**src/rtl/core/positional_list_engine_top_macros.svh**
```systemverilog
// Assertion macros used by the list engine RTL.
`ifndef POSITIONAL_LIST_ENGINE_TOP_MACROS_SVH
`define POSITIONAL_LIST_ENGINE_TOP_MACROS_SVH

// Clocked assertion that is switched off while reset is applied.
`define PLIST_ASSERT_RST(label, clk, rst_n, prop, msg) \
	label: assert property (@(posedge clk) disable iff (!rst_n) prop) else $error(msg);

// Clocked assertion that is checked at every edge, reset included.
`define PLIST_ASSERT(label, clk, prop, msg) \
	label: assert property (@(posedge clk) prop) else $error(msg);

`endif

```
**src/rtl/core/plist_pkg.sv**
```systemverilog
// Shared constants, codes and control structs of the positional list engine.
`timescale 1ns / 1ps
package plist_pkg;

	localparam int CAPACITY = 64;
	localparam int CNT_W    = $clog2(CAPACITY + 1);
	localparam int IDX_W    = (CAPACITY > 1) ? $clog2(CAPACITY) : 1;
	localparam int POS_W    = 7;
	localparam int WORD_W   = 32;
	localparam int COUNT_W  = 7;
	localparam int CMP_W    = (CNT_W > POS_W) ? CNT_W : POS_W;

	typedef enum logic [1:0] {
		OP_INSERT = 2'd0,
		OP_REMOVE = 2'd1,
		OP_READ   = 2'd2,
		OP_CLEAR  = 2'd3
	} op_t;

	typedef enum logic [1:0] {
		ST_OK     = 2'd0,
		ST_EMPTY  = 2'd1,
		ST_BADPOS = 2'd2,
		ST_FULL   = 2'd3
	} status_t;

	// Commands from the controller to the datapath.
	typedef struct packed {
		logic    load;
		logic    capture;
		logic    wr_insert;
		logic    wr_remove;
		logic    wr_clear;
		logic    sel_data;
		status_t res_status;
	} dp_cmd_t;

	// Status from the datapath to the controller.
	typedef struct packed {
		op_t  op;
		logic cnt_zero;
		logic pos_gt_cnt;
		logic pos_ge_cnt;
		logic full;
	} dp_stat_t;

endpackage

```
**src/rtl/core/plist_ctrl.sv**
```systemverilog
// Controller of the list engine: request sequencing and result decode.
`timescale 1ns / 1ps
module plist_ctrl import plist_pkg::*; (
	input  logic     clk,
	input  logic     arst_n,
	input  logic     start,
	input  dp_stat_t stat,
	output dp_cmd_t  cmd,
	output logic     busy,
	output logic     done
);

	typedef enum logic [1:0] {
		S_IDLE = 2'b01,
		S_EXEC = 2'b10
	} state_t;

	state_t state_q;
	state_t state_d;
	logic   done_q;

	always_comb begin
		state_d        = state_q;
		cmd            = '0;
		cmd.res_status = ST_OK;
		case (state_q)
			S_IDLE: begin
				if (start) begin
					cmd.load = 1'b1;
					state_d  = S_EXEC;
				end
			end
			S_EXEC: begin
				cmd.capture = 1'b1;
				state_d     = S_IDLE;
				case (stat.op)
					OP_INSERT: begin
						// A bad position wins over a full list.
						if (stat.pos_gt_cnt) begin
							cmd.res_status = ST_BADPOS;
						end else if (stat.full) begin
							cmd.res_status = ST_FULL;
						end else begin
							cmd.wr_insert = 1'b1;
						end
					end
					OP_REMOVE, OP_READ: begin
						// An empty list is reported before the position is checked.
						if (stat.cnt_zero) begin
							cmd.res_status = ST_EMPTY;
						end else if (stat.pos_ge_cnt) begin
							cmd.res_status = ST_BADPOS;
						end else begin
							cmd.sel_data  = 1'b1;
							cmd.wr_remove = (stat.op == OP_REMOVE);
						end
					end
					OP_CLEAR: begin
						cmd.wr_clear = 1'b1;
					end
					default: begin
						cmd.wr_clear = 1'b0;
					end
				endcase
			end
			default: begin
				state_d = S_IDLE;
			end
		endcase
	end

	always_ff @(posedge clk or negedge arst_n) begin
		if (!arst_n) begin
			state_q <= S_IDLE;
			done_q  <= 1'b0;
		end else begin
			state_q <= state_d;
			done_q  <= (state_q == S_EXEC);
		end
	end

	assign busy = (state_q != S_IDLE);
	assign done = done_q;

endmodule

```
**config.mk**
```make
export PLATFORM = sky130hd
export DESIGN_NAME = plist_ctrl
export DESIGN_NICKNAME = d
export VERILOG_FILES = /design/src/rtl/core/positional_list_engine_top_macros.svh /design/src/rtl/core/plist_pkg.sv /design/src/rtl/core/plist_ctrl.sv
export SDC_FILE = /design/constraint.sdc
export NUM_CORES = 1
export LEC_CHECK = 0
export ABC_AREA = 1
export ABC_CLOCK_PERIOD_IN_PS = 1200
export BUFFER_PORTS_ARGS = -buffer_cell sky130_fd_sc_hd__buf_2
export CORE_AREA = 5 5 42 44
export CTS_CLUSTER_DIAMETER = 100
export CTS_CLUSTER_SIZE = 14
export DETAILED_ROUTE_END_ITERATION = 7
export DIE_AREA = 0 0 47 49
export MAX_ROUTING_LAYER = met4
export SYNTH_ARGS = -nofsm -noshare
export SYNTH_HDL_FRONTEND = slang
export SYNTH_SLANG_ARGS = --single-unit
```
**constraint.sdc**
```tcl
create_clock -name clk -period 1.2 [get_ports clk]
set_input_delay 0.24 -clock clk [delete_from_list [all_inputs] [get_ports clk]]
set_output_delay 0.24 -clock clk [all_outputs]
set_load 0.02 [all_outputs]
```
==> insert_results.sql <==
INSERT INTO impl_metrics (metric_group, metric, value, unit) VALUES
('grt', 'grt_start_max_net_pins', '5', ''),
('floorplan', 'pin_count', '19', ''),
('timing', 'highest_clock_rate', '732.0', 'MHz'),
('timing', 'final_hold_viol_count', '0', ''),
('pwr', 'power.density', '848.9', 'nW/µm²'),
('timing', 'final.setup.tns', '-1.366', 'ns'),
('floorplan', 'chipWidth', '47', 'µm'),
('clock_tree', 'path_clk_slew', '0.04', 'ns'),
('yosys', 'synth_ff_type', 'dfrtp_1', ''),
('critical_path', 'sort_of_element_at_the_end_of_the_critical_path', 'primary output', ''),
('yosys', 'yosysUniqueCellTypes', '14', ''),
('finish', 'synthToLayoutAreaGrowth', '93.55', '%'),
('floorplan', 'dieArea', '2303', 'µm²'),
('timing', 'post-route-worst-setup-slack', '-0.1662', 'ns'),
('grt', 'grtUsageMet1', '0.06208', ''),
('grt', 'grt.met2_usage', '0.09955', ''),
('timing', 'timing.final.crit_period', '1.366', 'ns'),
('timing', 'slew_viol_final', '0', ''),
('timing', 'clock_skew', '0.001392', 'ns'),
('detailed_routing', 'via_per_inst', '3.810', ''),
('timing', 'finalSetupViolations', '9', ''),
('grt', 'global_route_wire_length_before_repair', '1000', 'µm'),
('finish', 'finish.net_count', '82', ''),
('floorplan', 'start_util', '0.1937', ''),
('yosys', 'seq_cells_post_synth', '3', ''),
('critical_path', 'cp_cell_sequence', 'nor2_4, nand2_2, a21oi_2, buf_2', ''),
('detailed_routing', 'drcViolationCount', '0', ''),
('yosys', 'syn_area', '271.5', 'µm²'),
('timing', 'worst_slew_pin_slew', '0.1968', 'ns'),
('critical_path', 'worst-r2r-cell-count', '3', ''),
('detailed_routing', 'drtAntennaViolNets', '0', ''),
('clock_tree', 'clock_sinks', '3', ''),
('min_path', 'min_path_cells', '3', ''),
('clock_tree', 'cts_made_buffers', '3', ''),
('grt', 'first_global_vias', '274', ''),
('grt', 'global_route.usage.total', '0.06517', ''),
('status', 'status', 'finished with violations', ''),
('critical_path', 'critical_path.startpoint_type', 'register', ''),
('pwr', 'max-vdd-ir-drop', '0.2625', 'mV'),
('grt', 'overflow', '0', ''),
('critical_path', 'crit_path_max_cell_delay', '0.57', 'ns'),
('status', 'violated_checks', 'setup timing', ''),
('critical_path', 'critPathRequiredTime', '0.96', 'ns'),
('yosys', 'yosys-top-cells-count', 'inv_1, nor2_1, ha_1, nand2_1', ''),
('yosys', 'syn_nets', '49', ''),
('critical_path', 'crit_buf_inv', '1', ''),
('pwr', 'p_leak', '0.3033', 'nW'),
('yosys', 'yosys.area.top_type', 'dfrtp_1', ''),
('yosys', 'synth.top_cells.by_area', 'dfrtp_1, ha_1, inv_1', ''),
('detailed_routing', 'drt-initial-drc-count', '4', ''),
('floorplan', 'placementRows', '14', ''),
('yosys', 'ys_seq_area_frac', '0.2811', ''),
('critical_path', 'timing.critical_path.arrival', '1.13', 'ns'),
('yosys', 'synth_async_sr_flop_share', '1.000', ''),
('yosys', 'post_synth_inst_count', '36', ''),
('grt', 'groute.layer.met3.usage', '0', ''),
('detailed_routing', 'vias_post_dr', '320', ''),
('critical_path', 'slowest_stage', 'dfstp_2', ''),
('min_path', 'worstHoldPathType', 'input port to register', ''),
('critical_path', 'critical_path_depth', '4', ''),
('place', 'port-buffer-count', '18', ''),
('finish', 'diodes', '0', ''),
('clock_tree', 'clk_root_buffer_cell', 'clkbuf_4', ''),
('floorplan', 'die_h', '49', 'µm'),
('place', 'post-place-ws', '-0.1099', 'ns'),
('yosys', 'yosysMostFrequentCell', 'inv_1', ''),
('critical_path', 'crit_type', 'register to primary output', ''),
('critical_path', 'worstPathMaxFanout', '4', ''),
('critical_path', 'timing.critical_path.max_delay_family', 'flip-flops', ''),
('clock_tree', 'clock_insertion_delay_worst_skew', '0.23', 'ns'),
('timing', 'max-slew-margin-rel', '0.8674', '');
-- layout by cell type, fill, tap and decap left out --
cell type      count
clkbuf_4           3
buf_6              4
dfrtp_1            2
dfstp_2            1
ha_1               4
nand3b_1           1
nor2_4             1
buf_4             12
a21oi_2            2
nor3_2             1
inv_2              2
nand3_1            2
nand2_4            1
nand2_2            2
nor2_1             5
buf_2             11
o21ai_0            1
nand2_1            3
dlygate4sd3_1      1
clkbuf_1           1
inv_1              8
-- state kept, by name, indices dropped and copies added (netlist names) --
signal   cells
done         1
state_q      2
-- kinds of logic after synthesis --
| family | synth area share |
|---|---|
| and+or+nand+nor | 0.3134 |
| adders and majority gates | 0.1843 |
| buffers and inverters | 0.1382 |
| AOI/OAI and AO/OA | 0.08294 |
| DFF | 0.2811 |
-- metal layers --
metal  share of wire  routed length [µm]  up-vias
met2            0.55                 358        9
met5               0                   0        -
met4           0.035                  23        0
met1            0.34                 224      137
li1                -                   -      172
met3           0.076                  50        2
-- final cells by class --
cell class / instances / area, µm² / share of cell area
inverter: 10 / 37.54 / 0.07143
clock buffer: 4 / 26.28 / 0.05000
tap: 16 / 20.02 / 0.03810
timing repair buffer: 28 / 200.2 / 0.3810
multi-input combinational: 23 / 165.2 / 0.3143
sequential: 3 / 76.32 / 0.1452
-- power breakdown --
group	total [mW]	switching (mW)	internal (mW)
registers	0.122	0.00822	0.113
logic	0.153	0.0761	0.0769
clock network	0.171	0.0472	0.124
total	0.446	0.132	0.315
-- stage by stage --
stage / instance area (µm²) / utilization / instances / total power, mW
after floorplan: 271.5 / - / 36 / 0.1837
after global placement: 419.2 / 0.2991 / 75 / 0.2375
after detailed placement: 419.2 / 0.2991 / 75 / 0.2388
after CTS: 498.0 / 0.3554 / 82 / 0.4469
after global routing: 525.5 / 0.3750 / 84 / 0.4757
final: 525.5 / 0.3750 / 84 / 0.4461
-- worst min-delay path: stages --
cell and delay (ns):
buf_2 0.08, nand3_1 0.09, buf_4 0.15
-- what timing repair did --
action / CTS / global route
hold buffers: 1 / 0
setup buffers: 2 / 2
pin swaps: 0 / 2
resized for setup: 10 / 4
hold endpoints to repair: 3 / 0
endpoints found under the setup margin: 9 / 9
-- path summary, 6_finish.rpt --
check | to | from | slack (ns)
hold reg to reg | state_q[0] | state_q[0] | 0.64
max in group asynchronous | state_q[0] | arst_n | 0.67
min in group asynchronous | done | arst_n | 0.34
setup / recovery | cmd[1] | state_q[0] | -0.17
setup reg to reg | state_q[1] | state_q[0] | 0.27
hold / removal | state_q[0] | start | 0.33
No activity file was read; power rests on OpenSTA's default activity.
